**src/rtl/core/spim_pkg.sv**
```systemverilog
// shared types, constants and codes for the servo pulse i2c write master
`timescale 1ns / 1ps

package spim_pkg;

  // number of servo outputs on the pwm chip
  localparam int unsigned CHANNELS = 16;

  // register reset values
  localparam logic [7:0]  RST_BUS_ADDR  = 8'h80;
  localparam logic [7:0]  RST_PRESCALE  = 8'd121;
  localparam logic [15:0] RST_STEP      = 16'd30;
  localparam logic [19:0] RST_WAKE_WAIT = 20'd10000;

  // pwm chip register map and mode values
  localparam logic [7:0] REG_MODE     = 8'h00;
  localparam logic [7:0] REG_PRESCALE = 8'hFE;
  localparam logic [7:0] REG_LED0     = 8'h06;
  localparam logic [7:0] MODE_SLEEP   = 8'h11;
  localparam logic [7:0] MODE_RESTART = 8'hA1;
  localparam logic [7:0] MODE_RUN     = 8'h21;

  // angle to off count: off = OFF_BASE + floor(a * 410 / 2880)
  // floor(a * 41 / 288) == (a * OFF_RECIP) >> OFF_SHIFT, exact for a < 6553
  localparam logic [11:0] ANGLE_MAX = 12'd2880;
  localparam logic [9:0]  OFF_BASE  = 10'd102;
  localparam logic [17:0] OFF_RECIP = 18'd149277;
  localparam int unsigned OFF_SHIFT = 20;

  // register indexes on the config port
  typedef enum logic [1:0] {
    RIDX_BUS_ADDR  = 2'd0,
    RIDX_PRESCALE  = 2'd1,
    RIDX_STEP      = 2'd2,
    RIDX_WAKE_WAIT = 2'd3
  } reg_idx_t;

  // input selector
  typedef enum logic [1:0] {
    FUNC_TICK  = 2'd0,
    FUNC_ANGLE = 2'd1,
    FUNC_INIT  = 2'd2,
    FUNC_SPARE = 2'd3
  } func_t;

  // classified item kind
  typedef enum logic [1:0] {
    KIND_TICK   = 2'd0,
    KIND_ANGLE  = 2'd1,
    KIND_INIT   = 2'd2,
    KIND_BAD_CH = 2'd3
  } kind_t;

  // result status
  typedef enum logic [1:0] {
    ST_NONE     = 2'd0,
    ST_ACCEPTED = 2'd1,
    ST_BAD_CH   = 2'd2,
    ST_BUSY     = 2'd3
  } status_t;

  // bus sequencer phases
  typedef enum logic [3:0] {
    PH_IDLE = 4'd0,
    PH_ST0  = 4'd1,
    PH_ST1  = 4'd2,
    PH_ST2  = 4'd3,
    PH_ST3  = 4'd4,
    PH_BD   = 4'd5,
    PH_BH   = 4'd6,
    PH_BL   = 4'd7,
    PH_SP0  = 4'd8,
    PH_SP1  = 4'd9,
    PH_SP2  = 4'd10,
    PH_WAIT = 4'd11
  } phase_t;

  // write stages of a sequence
  typedef enum logic [2:0] {
    STG_SLEEP   = 3'd0,
    STG_PRESC   = 3'd1,
    STG_RESTART = 3'd2,
    STG_SPARE   = 3'd3,
    STG_RUN     = 3'd4,
    STG_FRAME   = 3'd5
  } stage_t;

  // live configuration
  typedef struct packed {
    logic [7:0]  bus_addr;
    logic [7:0]  prescale;
    logic [15:0] step_ticks;
    logic [19:0] wake_wait;
  } cfg_t;

  // classified item held in the queue
  typedef struct packed {
    kind_t      kind;
    logic [7:0] reg_byte;
    logic [9:0] off;
  } item_t;

endpackage

```
**src/rtl/core/spim_regs.sv**
```systemverilog
// apb-style configuration registers
`timescale 1ns / 1ps

module spim_regs (
  input  logic               clk,
  input  logic               rst_n,
  input  logic               psel,
  input  logic               penable,
  input  logic               pwrite,
  input  logic [3:0]         paddr,
  input  logic [31:0]        pwdata,
  output logic [31:0]        prdata,
  output spim_pkg::cfg_t     cfg
);
  import spim_pkg::*;

  cfg_t     cfg_r;
  reg_idx_t idx;
  logic     wr;

  assign idx = reg_idx_t'(paddr[3:2]);
  assign wr  = psel && penable && pwrite;

  always_ff @(posedge clk) begin
    if (!rst_n) begin
      cfg_r.bus_addr   <= RST_BUS_ADDR;
      cfg_r.prescale   <= RST_PRESCALE;
      cfg_r.step_ticks <= RST_STEP;
      cfg_r.wake_wait  <= RST_WAKE_WAIT;
    end else if (wr) begin
      unique case (idx)
        RIDX_BUS_ADDR:  cfg_r.bus_addr   <= pwdata[7:0];
        RIDX_PRESCALE:  cfg_r.prescale   <= pwdata[7:0];
        RIDX_STEP:      cfg_r.step_ticks <= pwdata[15:0];
        RIDX_WAKE_WAIT: cfg_r.wake_wait  <= pwdata[19:0];
        default: ;
      endcase
    end
  end

  always_comb begin
    unique case (idx)
      RIDX_BUS_ADDR:  prdata = {24'd0, cfg_r.bus_addr};
      RIDX_PRESCALE:  prdata = {24'd0, cfg_r.prescale};
      RIDX_STEP:      prdata = {16'd0, cfg_r.step_ticks};
      RIDX_WAKE_WAIT: prdata = {12'd0, cfg_r.wake_wait};
      default:        prdata = 32'd0;
    endcase
  end

  assign cfg = cfg_r;

endmodule

```
**src/rtl/core/spim_front.sv**
```systemverilog
// front end: classifies input beats and computes the pwm off count
`timescale 1ns / 1ps

module spim_front (
  input  logic [1:0]          func_in,
  input  logic [7:0]          channel,
  input  logic signed [12:0]  angle_q4,
  output spim_pkg::item_t     item
);
  import spim_pkg::*;

  func_t       fsel;
  logic [11:0] ang;
  logic [29:0] prod;
  logic        bad_ch;

  assign fsel   = func_t'(func_in);
  assign bad_ch = (channel >= 8'(CHANNELS));

  // clamp to 0..2880, negative reads as zero
  always_comb begin
    if (angle_q4[12]) begin
      ang = 12'd0;
    end else if (angle_q4[11:0] > ANGLE_MAX) begin
      ang = ANGLE_MAX;
    end else begin
      ang = angle_q4[11:0];
    end
  end

  assign prod = 30'(ang) * 30'(OFF_RECIP);

  always_comb begin
    item.off      = OFF_BASE + 10'(prod[29:OFF_SHIFT]);
    item.reg_byte = REG_LED0 + {channel[5:0], 2'b00};
    unique case (fsel)
      FUNC_ANGLE: item.kind = bad_ch ? KIND_BAD_CH : KIND_ANGLE;
      FUNC_INIT:  item.kind = KIND_INIT;
      default:    item.kind = KIND_TICK;
    endcase
  end

endmodule

```
**src/rtl/core/spim_queue.sv**
```systemverilog
// two-entry queue between front and back
`timescale 1ns / 1ps

module spim_queue (
  input  logic             clk,
  input  logic             rst_n,
  input  logic             push,
  input  spim_pkg::item_t  push_item,
  output logic             full,
  input  logic             pop,
  output logic             q_valid,
  output spim_pkg::item_t  q_item
);
  import spim_pkg::*;

  item_t      mem_r [2];
  logic [1:0] count_r, count_nxt;
  logic       wptr_r, wptr_nxt;
  logic       rptr_r, rptr_nxt;
  logic       do_push, do_pop;

  assign full    = (count_r == 2'd2);
  assign q_valid = (count_r != 2'd0);
  assign q_item  = mem_r[rptr_r];
  assign do_push = push && !full;
  assign do_pop  = pop && q_valid;

  always_comb begin
    wptr_nxt  = do_push ? ~wptr_r : wptr_r;
    rptr_nxt  = do_pop ? ~rptr_r : rptr_r;
    count_nxt = count_r + 2'(do_push) - 2'(do_pop);
  end

  always_ff @(posedge clk) begin
    if (!rst_n) begin
      count_r <= 2'd0;
      wptr_r  <= 1'b0;
      rptr_r  <= 1'b0;
    end else begin
      count_r <= count_nxt;
      wptr_r  <= wptr_nxt;
      rptr_r  <= rptr_nxt;
    end
  end

  always_ff @(posedge clk) begin
    if (do_push) begin
      mem_r[wptr_r] <= push_item;
    end
  end

endmodule

```
**src/rtl/core/spim_back.sv**
```systemverilog
// back end: bus sequencer stepped once per item, plus output register
`timescale 1ns / 1ps

module spim_back (
  input  logic             clk,
  input  logic             rst_n,
  input  spim_pkg::cfg_t   cfg,
  input  logic             q_valid,
  input  spim_pkg::item_t  q_item,
  output logic             pop,
  output logic             out_valid,
  input  logic             out_ready,
  output logic             out_scl,
  output logic             out_sda,
  output logic             out_busy,
  output logic [1:0]       out_status
);
  import spim_pkg::*;

  // sequencer state
  phase_t      phase_r, phase_nxt;
  stage_t      stage_r, stage_nxt;
  logic [3:0]  bit_r, bit_nxt;
  logic [2:0]  byte_r, byte_nxt;
  logic [7:0]  shift_r, shift_nxt;
  logic [15:0] tick_r, tick_nxt;
  logic [19:0] wait_r, wait_nxt;
  logic        pend_r, pend_nxt;
  logic        init_r, init_nxt;
  logic        scl_r, scl_nxt;
  logic        sda_r, sda_nxt;

  // latched frame
  logic [7:0]  faddr_r, faddr_nxt;
  logic [7:0]  freg_r, freg_nxt;
  logic [9:0]  foff_r, foff_nxt;

  // output register
  logic        ov_r;
  logic        oscl_r, osda_r, obusy_r;
  status_t     ostat_r;

  // scratch
  logic        was_busy;
  logic        start_go;
  stage_t      start_stg;
  logic        enter_go;
  phase_t      enter_ph;
  logic [15:0] tick_dec;
  logic [19:0] wait_dec;
  logic [3:0]  bit_inc;
  logic [2:0]  byte_inc;
  logic [2:0]  len;
  status_t     status;

  function automatic logic [7:0] stage_byte(stage_t s, logic [2:0] i, cfg_t c,
                                            logic [7:0] fa, logic [7:0] fr,
                                            logic [9:0] fo);
    logic [7:0] b;
    b = 8'd0;
    if (s == STG_FRAME) begin
      unique case (i)
        3'd0:    b = fa;
        3'd1:    b = fr;
        3'd4:    b = fo[7:0];
        3'd5:    b = {6'd0, fo[9:8]};
        default: b = 8'd0;
      endcase
    end else if (i == 3'd0) begin
      b = c.bus_addr;
    end else if (i == 3'd1) begin
      b = (s == STG_PRESC) ? REG_PRESCALE : REG_MODE;
    end else begin
      unique case (s)
        STG_SLEEP:   b = MODE_SLEEP;
        STG_PRESC:   b = c.prescale;
        STG_RESTART: b = MODE_RESTART;
        default:     b = MODE_RUN;
      endcase
    end
    return b;
  endfunction

  assign pop = q_valid && (!ov_r || out_ready);

  always_comb begin
    phase_nxt = phase_r;
    stage_nxt = stage_r;
    bit_nxt   = bit_r;
    byte_nxt  = byte_r;
    shift_nxt = shift_r;
    tick_nxt  = tick_r;
    wait_nxt  = wait_r;
    pend_nxt  = pend_r;
    init_nxt  = init_r;
    scl_nxt   = scl_r;
    sda_nxt   = sda_r;
    faddr_nxt = faddr_r;
    freg_nxt  = freg_r;
    foff_nxt  = foff_r;
    start_go  = 1'b0;
    start_stg = STG_SLEEP;
    enter_go  = 1'b0;
    enter_ph  = PH_IDLE;
    status    = ST_NONE;
    len       = (stage_r == STG_FRAME) ? 3'd6 : 3'd3;
    bit_inc   = bit_r + 4'd1;
    byte_inc  = byte_r + 3'd1;
    tick_dec  = (tick_r != 16'd0) ? tick_r - 16'd1 : 16'd0;
    wait_dec  = (wait_r != 20'd0) ? wait_r - 20'd1 : 20'd0;
    was_busy  = (phase_r != PH_IDLE);

    // running sequence advances one tick
    if (was_busy) begin
      if (phase_r == PH_WAIT) begin
        wait_nxt = wait_dec;
        if (wait_dec == 20'd0) begin
          start_go  = 1'b1;
          start_stg = STG_RUN;
        end
      end else begin
        tick_nxt = tick_dec;
        if (tick_dec == 16'd0) begin
          unique case (phase_r)
            PH_ST0: begin enter_go = 1'b1; enter_ph = PH_ST1; end
            PH_ST1: begin enter_go = 1'b1; enter_ph = PH_ST2; end
            PH_ST2: begin enter_go = 1'b1; enter_ph = PH_ST3; end
            PH_ST3: begin enter_go = 1'b1; enter_ph = PH_BD;  end
            PH_BD:  begin enter_go = 1'b1; enter_ph = PH_BH;  end
            PH_BH:  begin enter_go = 1'b1; enter_ph = PH_BL;  end
            PH_SP0: begin enter_go = 1'b1; enter_ph = PH_SP1; end
            PH_SP1: begin enter_go = 1'b1; enter_ph = PH_SP2; end
            PH_BL: begin
              bit_nxt   = bit_inc;
              shift_nxt = {shift_r[6:0], 1'b0};
              enter_go  = 1'b1;
              enter_ph  = PH_BD;
              // the ack clock follows the eight data bits, then next byte or stop
              if (bit_inc >= 4'd9) begin
                byte_nxt = byte_inc;
                if (byte_inc >= len) begin
                  enter_ph = PH_SP0;
                end else begin
                  bit_nxt   = 4'd0;
                  shift_nxt = stage_byte(stage_r, byte_inc, cfg, faddr_r, freg_r, foff_r);
                end
              end
            end
            PH_SP2: begin
              priority if (stage_r == STG_RESTART) begin
                if (cfg.wake_wait != 20'd0) begin
                  wait_nxt  = cfg.wake_wait;
                  phase_nxt = PH_WAIT;
                end else begin
                  start_go  = 1'b1;
                  start_stg = STG_RUN;
                end
              end else if (stage_r == STG_SLEEP) begin
                start_go  = 1'b1;
                start_stg = STG_PRESC;
              end else if (stage_r == STG_PRESC) begin
                start_go  = 1'b1;
                start_stg = STG_RESTART;
              end else if (stage_r == STG_RUN && pend_r) begin
                pend_nxt  = 1'b0;
                start_go  = 1'b1;
                start_stg = STG_FRAME;
              end else begin
                phase_nxt = PH_IDLE;
              end
            end
            default: phase_nxt = PH_IDLE;
          endcase
        end
      end
    end

    // commands, judged on the busy state at the start of the item
    unique case (q_item.kind)
      KIND_BAD_CH: status = ST_BAD_CH;
      KIND_ANGLE: begin
        if (was_busy) begin
          status = ST_BUSY;
        end else begin
          status    = ST_ACCEPTED;
          faddr_nxt = cfg.bus_addr;
          freg_nxt  = q_item.reg_byte;
          foff_nxt  = q_item.off;
          start_go  = 1'b1;
          if (!init_r) begin
            init_nxt  = 1'b1;
            pend_nxt  = 1'b1;
            start_stg = STG_SLEEP;
          end else begin
            start_stg = STG_FRAME;
          end
        end
      end
      KIND_INIT: begin
        if (was_busy) begin
          status = ST_BUSY;
        end else begin
          status = ST_ACCEPTED;
          if (!init_r) begin
            init_nxt  = 1'b1;
            pend_nxt  = 1'b0;
            start_go  = 1'b1;
            start_stg = STG_SLEEP;
          end
        end
      end
      default: ;
    endcase

    // open a new write: start condition, first byte loaded
    if (start_go) begin
      stage_nxt = start_stg;
      byte_nxt  = 3'd0;
      bit_nxt   = 4'd0;
      shift_nxt = stage_byte(start_stg, 3'd0, cfg, faddr_nxt, freg_nxt, foff_nxt);
      enter_go  = 1'b1;
      enter_ph  = PH_ST0;
    end

    // apply the pin step of the phase entered and reload the step timer
    if (enter_go) begin
      phase_nxt = enter_ph;
      tick_nxt  = (cfg.step_ticks == 16'd0) ? 16'd1 : cfg.step_ticks;
      unique case (enter_ph)
        PH_ST0:  sda_nxt = 1'b1;
        PH_ST1:  scl_nxt = 1'b1;
        PH_ST2:  sda_nxt = 1'b0;
        PH_ST3:  scl_nxt = 1'b0;
        PH_BD:   sda_nxt = (bit_nxt >= 4'd8) ? 1'b1 : shift_nxt[7];
        PH_BH:   scl_nxt = 1'b1;
        PH_BL:   scl_nxt = 1'b0;
        PH_SP0:  sda_nxt = 1'b0;
        PH_SP1:  scl_nxt = 1'b1;
        PH_SP2:  sda_nxt = 1'b1;
        default: ;
      endcase
    end
  end

  always_ff @(posedge clk) begin
    if (!rst_n) begin
      phase_r <= PH_IDLE;
      stage_r <= STG_SLEEP;
      bit_r   <= 4'd0;
      byte_r  <= 3'd0;
      shift_r <= 8'd0;
      tick_r  <= 16'd0;
      wait_r  <= 20'd0;
      pend_r  <= 1'b0;
      init_r  <= 1'b0;
      scl_r   <= 1'b1;
      sda_r   <= 1'b1;
      ov_r    <= 1'b0;
    end else begin
      if (pop) begin
        phase_r <= phase_nxt;
        stage_r <= stage_nxt;
        bit_r   <= bit_nxt;
        byte_r  <= byte_nxt;
        shift_r <= shift_nxt;
        tick_r  <= tick_nxt;
        wait_r  <= wait_nxt;
        pend_r  <= pend_nxt;
        init_r  <= init_nxt;
        scl_r   <= scl_nxt;
        sda_r   <= sda_nxt;
        ov_r    <= 1'b1;
      end else if (out_ready) begin
        ov_r    <= 1'b0;
      end
    end
  end

  // frame bytes and result payload
  always_ff @(posedge clk) begin
    if (pop) begin
      faddr_r <= faddr_nxt;
      freg_r  <= freg_nxt;
      foff_r  <= foff_nxt;
      oscl_r  <= scl_nxt;
      osda_r  <= sda_nxt;
      obusy_r <= (phase_nxt != PH_IDLE);
      ostat_r <= status;
    end
  end

  assign out_valid  = ov_r;
  assign out_scl    = oscl_r;
  assign out_sda    = osda_r;
  assign out_busy   = obusy_r;
  assign out_status = ostat_r;

endmodule

```
**src/rtl/core/servo_pulse_i2c_write_master.sv**
```systemverilog
// top level of the servo pulse i2c write master
`timescale 1ns / 1ps

// Write-only two-wire bus master for a 16-channel servo pwm chip. Every input
// beat is one clock of bus time: a tick beat only advances the running bus
// sequence, an init beat or the first angle beat sends the wake-up writes
// (mode sleep, prescale, mode restart, a wait of wake_wait_ticks, mode run),
// and an angle beat taken while idle sends one six-byte frame with on = 0 and
// off = 102 + angle * 410 / 180. Each pin step is held step_ticks beats and
// ack clocks are sent with sda released and not sampled. Every input beat
// gives exactly one result beat with the line levels after that beat, the
// busy flag and a status code. The block takes one beat per clock while the
// queue has room: the front classifies a beat and works out the off count
// with one constant multiply, a two-entry queue holds classified beats, and
// the back steps the bus sequencer once per beat into an output register. An
// input beat is registered in the queue and then in the output register
// before its result beat is presented, and a stalled result side stops input
// only once the queue holds two beats. Config registers sit at byte addresses
// 0x0 bus_address, 0x4 prescale_value, 0x8 step_ticks, 0xc wake_wait_ticks;
// write them only while no beats are in flight.

module servo_pulse_i2c_write_master (
  input  logic        clk,
  input  logic        rst_n,
  // input channel
  input  logic        in_tvalid,
  output logic        in_tready,
  input  logic [23:0] in_tdata,   // [7:0] channel, [20:8] angle_q4, [23:21] zero
  input  logic [1:0]  in_tuser,   // [1:0] func
  // result channel
  output logic        out_tvalid,
  input  logic        out_tready,
  output logic [7:0]  out_tdata,  // [0] scl, [1] sda, [2] busy_res, [4:3] status, [7:5] zero
  // config port
  input  logic        cfg_psel,
  input  logic        cfg_penable,
  input  logic        cfg_pwrite,
  input  logic [3:0]  cfg_paddr,
  input  logic [31:0] cfg_pwdata,
  output logic [31:0] cfg_prdata,
  output logic        cfg_pready
);
  import spim_pkg::*;

  cfg_t       cfg;
  item_t      fr_item;
  item_t      q_item;
  logic       q_full;
  logic       q_valid;
  logic       q_pop;
  logic       o_scl, o_sda, o_busy;
  logic [1:0] o_status;

  // pready tied high, writes land in the access cycle
  assign cfg_pready = 1'b1;

  spim_regs u_regs (
    .clk     (clk),
    .rst_n   (rst_n),
    .psel    (cfg_psel),
    .penable (cfg_penable),
    .pwrite  (cfg_pwrite),
    .paddr   (cfg_paddr),
    .pwdata  (cfg_pwdata),
    .prdata  (cfg_prdata),
    .cfg     (cfg)
  );

  // classify beat, clamp angle, off count
  spim_front u_front (
    .func_in  (in_tuser),
    .channel  (in_tdata[7:0]),
    .angle_q4 (in_tdata[20:8]),
    .item     (fr_item)
  );

  assign in_tready = !q_full;

  spim_queue u_queue (
    .clk       (clk),
    .rst_n     (rst_n),
    .push      (in_tvalid),
    .push_item (fr_item),
    .full      (q_full),
    .pop       (q_pop),
    .q_valid   (q_valid),
    .q_item    (q_item)
  );

  // bus sequencer and result register
  spim_back u_back (
    .clk        (clk),
    .rst_n      (rst_n),
    .cfg        (cfg),
    .q_valid    (q_valid),
    .q_item     (q_item),
    .pop        (q_pop),
    .out_valid  (out_tvalid),
    .out_ready  (out_tready),
    .out_scl    (o_scl),
    .out_sda    (o_sda),
    .out_busy   (o_busy),
    .out_status (o_status)
  );

  assign out_tdata = {3'd0, o_status, o_busy, o_sda, o_scl};

endmodule

```
**config.mk**
```make
export PLATFORM = sky130hd
export DESIGN_NAME = servo_pulse_i2c_write_master
export DESIGN_NICKNAME = d
export VERILOG_FILES = /design/src/rtl/core/spim_pkg.sv /design/src/rtl/core/spim_regs.sv /design/src/rtl/core/spim_front.sv /design/src/rtl/core/spim_queue.sv /design/src/rtl/core/spim_back.sv /design/src/rtl/core/servo_pulse_i2c_write_master.sv
export SDC_FILE = /design/constraint.sdc
export NUM_CORES = 1
export LEC_CHECK = 0
export BUFFER_PORTS_ARGS = -buffer_cell sky130_fd_sc_hd__buf_2
export CORE_ASPECT_RATIO = 0.5
export CORE_MARGIN = 2
export CORE_UTILIZATION = 45
export CTS_CLUSTER_SIZE = 8
export DETAILED_ROUTE_END_ITERATION = 7
export GPL_TIMING_DRIVEN = 0
export PLACE_DENSITY_LB_ADDON = 0.08
export SLEW_MARGIN = 20
export SYNTH_ARGS = -nofsm -noshare
export SYNTH_HDL_FRONTEND = slang
export SYNTH_SLANG_ARGS = --single-unit
```
**constraint.sdc**
```tcl
create_clock -name clk -period 11.1 [get_ports clk]
set_clock_uncertainty 0.2 [all_clocks]
set_input_delay 0.555 -clock clk [delete_from_list [all_inputs] [get_ports clk]]
set_output_delay 0.555 -clock clk [all_outputs]
set_load 0.1 [all_outputs]
```
==> run_results.csv, run 1 <==
group,metric,value,unit
power_and_ir_drop,total_power,2955,uW
cts,cts.sinks,185,
timing,finalSetupViolations,0,
detailed_routing,wl_per_cell,18.71,um
layout,syn_to_final_growth,11.36,%
floorplanning,ios,112,
power_and_ir_drop,leakage,0.006362,uW
placed_design,gp_congestion,0.9131,
detailed_routing,dr.pass1.iters,6,
timing,rsz0062_at_grt,"false",
timing,slew_violations,0,
critical_path,crit_top_cell,"ha_1",
cts,cts_root_buf,"clkbuf_16",
critical_path,cp_slowest_cell,"a2111oi_0",
power_and_ir_drop,powerDensity,194.7,nW/um^2
power_and_ir_drop,vdd_drop_max,0.0001219,V
detailed_routing,route.vias.total,11770,
timing,tns,0,ps
floorplanning,die_w,250.1,um
synthesis,synth_mux_area_share,6.976,%
global_route,grt_overflow,0,
synthesis,yosys.area_share.adder,17.37,%
floorplanning,start_util,46.37,%
detailed_routing,wl,38790,um
floorplanning,die_area,31780,um^2
synthesis,syn_inst,1558,
timing,post-route-min-period,8469,ps
timing,finalHoldViolCount,0,
synthesis,synth_seq_cells,185,
global_route,antenna_found_initial,0,
synthesis,synth_edf_count,65,
critical_path,crit_family,"adder cells",
synthesis,async_reset_ff_share,0,%
synthesis,synth_area,13630,um^2
critical_path,critPathBufInv,4,
cts,postCtsSetupBuffers,0,
critical_path,cp_data_arrival_time,8450,ps
critical_path,max_stage_delay,870,ps
timing,max_freq,0.1181,GHz
global_route,grt_pass1_wl,62240,um
synthesis,ys_seq_area_share,31.94,%
run_status,status,"complete, no violations",
timing,slew_headroom,37.50,%
synthesis,synth_top_family_by_area,"simple AND/OR/NAND/NOR gates",
cts,clock_path_buffers,2,
synthesis,synth-simple-area-share,18.41,%
global_route,grt_pass1_vias,11460,
floorplanning,num_rows,44,
layout,fin_nets,1899,
cts,path_clk_slew,70,ps
critical_path,path_max_fanout,9,
synthesis,synth_compound_area_share,15.24,%
timing,fin_crit_sh,76.30,%
global_route,grt_max_degree,24,
floorplanning,die-height,127.1,um
cts,clock_latency,450,ps
synthesis,synth_xor_area_share,2.570,%
global_route,grt_usage,24.79,%
detailed_routing,final_antenna_net_count,0,
cts,cts-resized-gates,0,
layout,final_cell_mix,"nand2_1 (179), inv_1 (141), a21oi_1 (122)",
detailed_routing,drt_iter0_markers,821,
critical_path,path_class,"input port to flop",
flow_run,maxCapViolCount,0,
layout,n_antenna_cell,0,
layout,layout_commonest_cell,"nand2_1",
synthesis,synthFlopType,"dfxtp_1",
synthesis,yosysWarningCount,0,
timing,worst_slew_pin_slew,929.7,ps
critical_path,end_kind,"flop",
worst_hold_path,hp-class,"input port to flop",
synthesis,syn_avg_cell_area,8.749,um^2
cts,htreeDepth,4,
placed_design,dp_hpwl,29800,um
synthesis,synth_cell_types,89,
cts,cts_tree,"yes",
cts,cts_hold_buf,0,
detailed_routing,post-route-drc-count,0,
cts,numCtsBuffers,17,
floorplanning,core-area,29400,um^2
layout,fill_cells,2807,
detailed_routing,drt-vias-per-instance,5.680,
critical_path,required,11080,ps
placed_design,placement.io_buffers,76,
critical_path,cp-start-kind,"input port",
layout,drive_above_1_share,12.60,%
worst reg2reg max path: cells and delay by family (launching register included):
kind                     cells  cell delay, ps
AND/OR/NAND/NOR              6            1950
flip-flops                   1             330
adder cells (fa/ha/maj)      1             260
buffers and inverters        1             140
AO/OA/AOI/OAI                4            1450
per-stage QoR:
| step | util, % | std cells | cell area (um^2) | setup WS (ps) | hold WS [ps] |
|---|---|---|---|---|---|
| 6_report | 51.63 | 2073 | 15180 | 2631 | 158.1 |
| 5_1_grt | 51.63 | 2073 | 15180 | 1844 | 150.2 |
| 4_1_cts | 51.63 | 2073 | 15180 | 2506 | 140.9 |
| 3_5_place_dp | 49.63 | 2041 | 14590 | 2064 | 276.3 |
| 3_3_place_gp | 49.50 | 2039 | 14550 | 2230 | 254.9 |
| 2_1_floorplan | - | 1572 | 13680 | 3365 | 243.1 |
sequential cells by signal, indices dropped and copies added (netlist names), 2 cells and up, named ones only:
register	flops
u_regs.cfg	52
u_queue.mem_r	36
u_back.wait_r	20
u_back.tick_r	16
u_back.foff_r	10
u_back.faddr_r	8
u_back.shift_r	8
u_back.freg_r	6
u_back.bit_r	4
u_back.phase_r	4
u_back.byte_r	3
u_back.stage_r	3
u_back.out_status	2
u_queue.count_r	2
Yosys cell counts (4+ instances only):
cell	number	area, um^2
o21ai_0	59	295.3
nor4_1	23	143.9
a221oi_1	5	43.79
o221ai_1	6	52.55
xor2_1	17	148.9
o211ai_1	10	75.07
buf_4	22	165.2
ha_1	114	1426
nor2_1	122	457.9
buf_2	9	45.04
mux2i_1	44	440.4
xnor2_1	23	201.4
o31ai_1	9	67.56
a21o_1	5	37.54
a32oi_1	4	35.03
buf_1	8	30.03
a21oi_1	122	610.6
inv_1	141	529.3
nand4_1	9	56.30
o21ai_1	7	35.03
mux2_2	28	315.3
clkbuf_1	57	214.0
and2_1	9	56.30
o22ai_1	16	100.1
nand3_1	43	215.2
nor2b_1	19	118.9
a211oi_1	18	135.1
nand2_1	179	671.9
edfxtp_1	65	1952
and3_1	14	87.58
fa_1	47	940.9
o32ai_1	4	35.03
mux4_2	8	180.2
nor3_1	37	185.2
nand2b_1	16	100.1
dfxtp_1	120	2402
or2_2	6	37.54
a31oi_1	7	43.79
o21a_1	6	45.04
nor3b_1	8	60.06
or3_1	14	87.58
a22oi_1	10	75.07
final timing paths:
kind	from	endpoint	slack, ps	depth (start not counted)
setup / recovery	in_tdata[9]	u_queue.mem_r[0][7]	2630	33
setup reg to reg	u_back.tick_r[0]	u_back.out_sda	6520	12
hold reg to reg	u_back.tick_r[8]	u_back.tick_r[8]	290	2
hold / removal	cfg_pwdata[10]	u_regs.cfg[10]	160	3
per-layer routing:
metal / track usage (%) / vias up / wire, um
li1: - / 5660 / -
met1: 33.57 / 5671 / 17970
met2: 41.73 / 400 / 17800
met3: 3.688 / 43 / 2322
met4: 6.622 / 0 / 694
met5: 0 / - / 0
logic make-up (layout without fill, tap and decap cells):
logic type | after synthesis | in the layout
compound gates | 325 | 325
xor+xnor | 40 | 40
fa+ha+maj | 161 | 161
buf+inv | 241 | 351
flops | 185 | 185
mux | 81 | 81
other cells | 2 | 16
simple gates | 523 | 523
layout make-up:
cell class              instances  area (um^2)  area share, %
clock buffers                  18        429.2          2.827
flip-flops and latches        185         4354          28.68
inverters                     143        536.8          3.536
repair buffers                 78        399.1          2.629
multi-input cells            1146         8332          54.89
clock inverters                14        161.4          1.063
plain buffers                  98        478.0          3.149
well taps                     391        489.2          3.223
power breakdown:
group / internal (uW) / switching (uW)
logic: 467 / 955
clock network: 338 / 289
registers: 851 / 54.7
total: 1660 / 1300
No activity file was read; power rests on OpenSTA's default activity.
==> inputs of run 2 (changes only) <==
ABC_AREA = 1   (was default)
clock period = 7.3 ns   (was 11.1 ns; I/O delays follow)
==> run_results.csv, run 2 <==
group,metric,value,unit
cts,clock_latency,450,ps
critical_path,path_max_fanout,9,
critical_path,cp_data_arrival_time,6610,ps
synthesis,synth_area,13690,um^2
power_and_ir_drop,power.switching,2133,uW
power_and_ir_drop,power_frac_comb,50.3,%
cts,clock_path_buffers,2,
critical_path,required,7290,ps
synthesis,syn_inst,1806,
layout,instances_no_fill,2336,
detailed_routing,route.vias.total,12020,
global_route,grt_overflow,0,
critical_path,cp-startpoint,"in_tdata[9]",
detailed_routing,post-route-drc-count,0,
detailed_routing,drt_iter0_markers,819,
floorplanning,die-height,127.3,um
timing,fin_crit_sh,90.66,%
placed_design,dp_hpwl,29660,um
synthesis,synth.most_common_cell,"nand2_1",
timing,rsz0062_at_grt,"false",
power_and_ir_drop,p_sw_share,45.41,%
cts,numCtsBuffers,17,
timing,slew_violations,0,
run_status,status,"complete, no violations",
detailed_routing,wl_per_cell,15.90,um
global_route,grt_pass1_wl,59360,um
power_and_ir_drop,power.share.clock,19.5,%
timing,finalHoldViolCount,0,
synthesis,synth.area.top_cells,"dfxtp_1 (18%), edfxtp_1 (14%), ha_1 (10%), nand2_1 (8.5%), inv_1 (8.1%)",
global_route,antenna_found_initial,1,
floorplanning,die_area,31920,um^2
synthesis,syn_avg_cell_area,7.582,um^2
critical_path,cp-start-kind,"input port",
detailed_routing,wl,37140,um
synthesis,synthFlopType,"dfxtp_1",
power_and_ir_drop,pwr-share-seq,30.2,%
critical_path,path_class,"input port to flop",
worst_hold_path,hold_start,"cfg_pwdata[18]",
synthesis,synth_seq_cells,185,
global_route,grt_usage,23.61,%
cts,cts_tree,"yes",
placed_design,placedCellCount,2299,
power_and_ir_drop,p_int,2564,uW
detailed_routing,drt-vias-per-instance,5.146,
cts,cts.sinks,185,
floorplanning,die_w,250.7,um
synthesis,yosysWarningCount,0,
power_and_ir_drop,leakage,0.007171,uW
critical_path,rr_startpoint,"u_back.stage_r[2]",
timing,slew_headroom,39.39,%
layout,seq_area,4354,um^2
layout,fin_nets,2154,
power_and_ir_drop,vdd_drop_max,0.0001675,V
layout,syn_to_final_growth,11.71,%
synthesis,synth_edf_count,65,
synthesis,post-synth-top-area-fraction,17.54,%
placed_design,gp_congestion,0.9295,
flow_run,maxCapViolCount,0,
layout,largest_reg_flops,52,
synthesis,synth.largest_area_cell,"dfxtp_1",
layout,multi_input_area,7898,um^2
layout,fill_cells,3036,
synthesis,async_reset_ff_share,0,%
cts,htreeDepth,4,
floorplanning,core-area,30120,um^2
timing,post-route-min-period,6618,ps
synthesis,yosys-top-cells-count,"nand2_1 (311), inv_1 (294), nor2_1 (208), o21ai_0 (151), dfxtp_1 (120)",
cts,cts_root_buf,"clkbuf_16",
power_and_ir_drop,total_power,4697,uW
layout,drive_above_1_share,10.58,%
detailed_routing,dr.pass1.iters,5,
global_route,grt_max_degree,24,
power_and_ir_drop,powerDensity,307.1,nW/um^2
layout,n_antenna_cell,0,
global_route,grt_pass1_vias,11180,
floorplanning,ios,112,
worst_hold_path,hp-class,"input port to flop",
layout,final_cell_mix,"nand2_1 (311), inv_1 (294), nor2_1 (202)",
timing,max_freq,0.1511,GHz
detailed_routing,final_antenna_net_count,0,
cts,path_clk_slew,70,ps
timing,worst_slew_pin_slew,909.2,ps
floorplanning,start_util,45.46,%
synthesis,synth_cell_types,56,
placed_design,placement.io_buffers,78,
floorplanning,num_rows,45,
timing,finalSetupViolations,0,
layout,layout_commonest_cell,"nand2_1",
critical_path,end_kind,"flop",
synthesis,ys_seq_area_share,31.80,%
[run 2: through the flow]
stage	worst slack [ps]	cell area, um^2	setup TNS (ps)	utilization, %	hold WS, ps
floorplan	872.2	13750	0	-	225.7
global placement	-292.8	14640	-2190	48.59	244.2
detailed placement	-248.8	14670	-1997	48.69	247.3
CTS	197.6	15280	0	50.72	0.1593
global route	149.1	15300	0	50.78	4.620
finish	681.9	15300	0	50.78	6.335
[run 2: area by class of cell]
type / instances / area share (%)
timing repair buffer: 85 / 3.026
clock inverter: 11 / 0.8016
multi-input combinational: 1262 / 51.63
inverter: 306 / 7.541
tap: 399 / 3.264
sequential: 185 / 28.46
buffer: 67 / 2.397
clock buffer: 21 / 2.879
[run 2: final timing paths]
check                        end  slack (ps)  depth (start not counted)
max          u_queue.mem_r[1][8]         680                         27
min               u_regs.cfg[18]           6                          3
max reg2reg       u_back.out_sda        3350                         17
min reg2reg       u_queue.rptr_r         250                          1
[run 2: cell families (layout without fill, tap and decap cells)]
family	count (synthesis)	after routing	synth area share [%]
buf+inv	373	490	11.09
fa+ha+maj	161	161	17.29
simple gates	670	670	20.65
mux	16	16	1.316
xor+xnor	22	22	1.407
compound gates	377	377	16.39
other cells	2	16	0.05485
flops	185	185	31.80
[run 2: per-layer routing]
layer | routed length, um | share of wire (%) | global-route usage [%]
met5 | 0 | 0 | 0
met4 | 421 | 1.1 | 4.967
met3 | 1651 | 4.4 | 3.423
met2 | 17350 | 47 | 39.92
met1 | 17710 | 48 | 32.37
[run 2: repair_timing]
item                       4_1_cts  5_1_grt
hold endpoints to repair         5        0
setup endpoints to repair        0       12
gates resized for setup          0        5
buffers inserted                 0        0
hold buffers                     5        0
[run 2: power groups by stage]
stage               clock (uW)  combinational, uW  sequential [uW]
global placement             0               2340             1440
floorplan                    0               1740             1470
CTS                        931               2370             1420
detailed placement           0               2360             1440
global route               970               2670             1440
finish                     918               2360             1420
[run 2: critical path: stages]
cell and delay, ps:
buf_2 110, nor4_1 290, nand3_1 120, a21oi_1 140, nor3_1 50, o21ai_0 310
inv_1 100, nor2_1 150, inv_1 160, nor2_4 320, fa_1 480, ha_1 350
fa_1 490, fa_1 560, inv_1 60, fa_1 530, inv_1 40, ha_1 310
nand2_1 100, nor4_1 290, nand4_1 140, nand2_1 140, xor2_1 280, a21boi_0 400
nand2_1 160, nand3_1 100, nand2_1 70
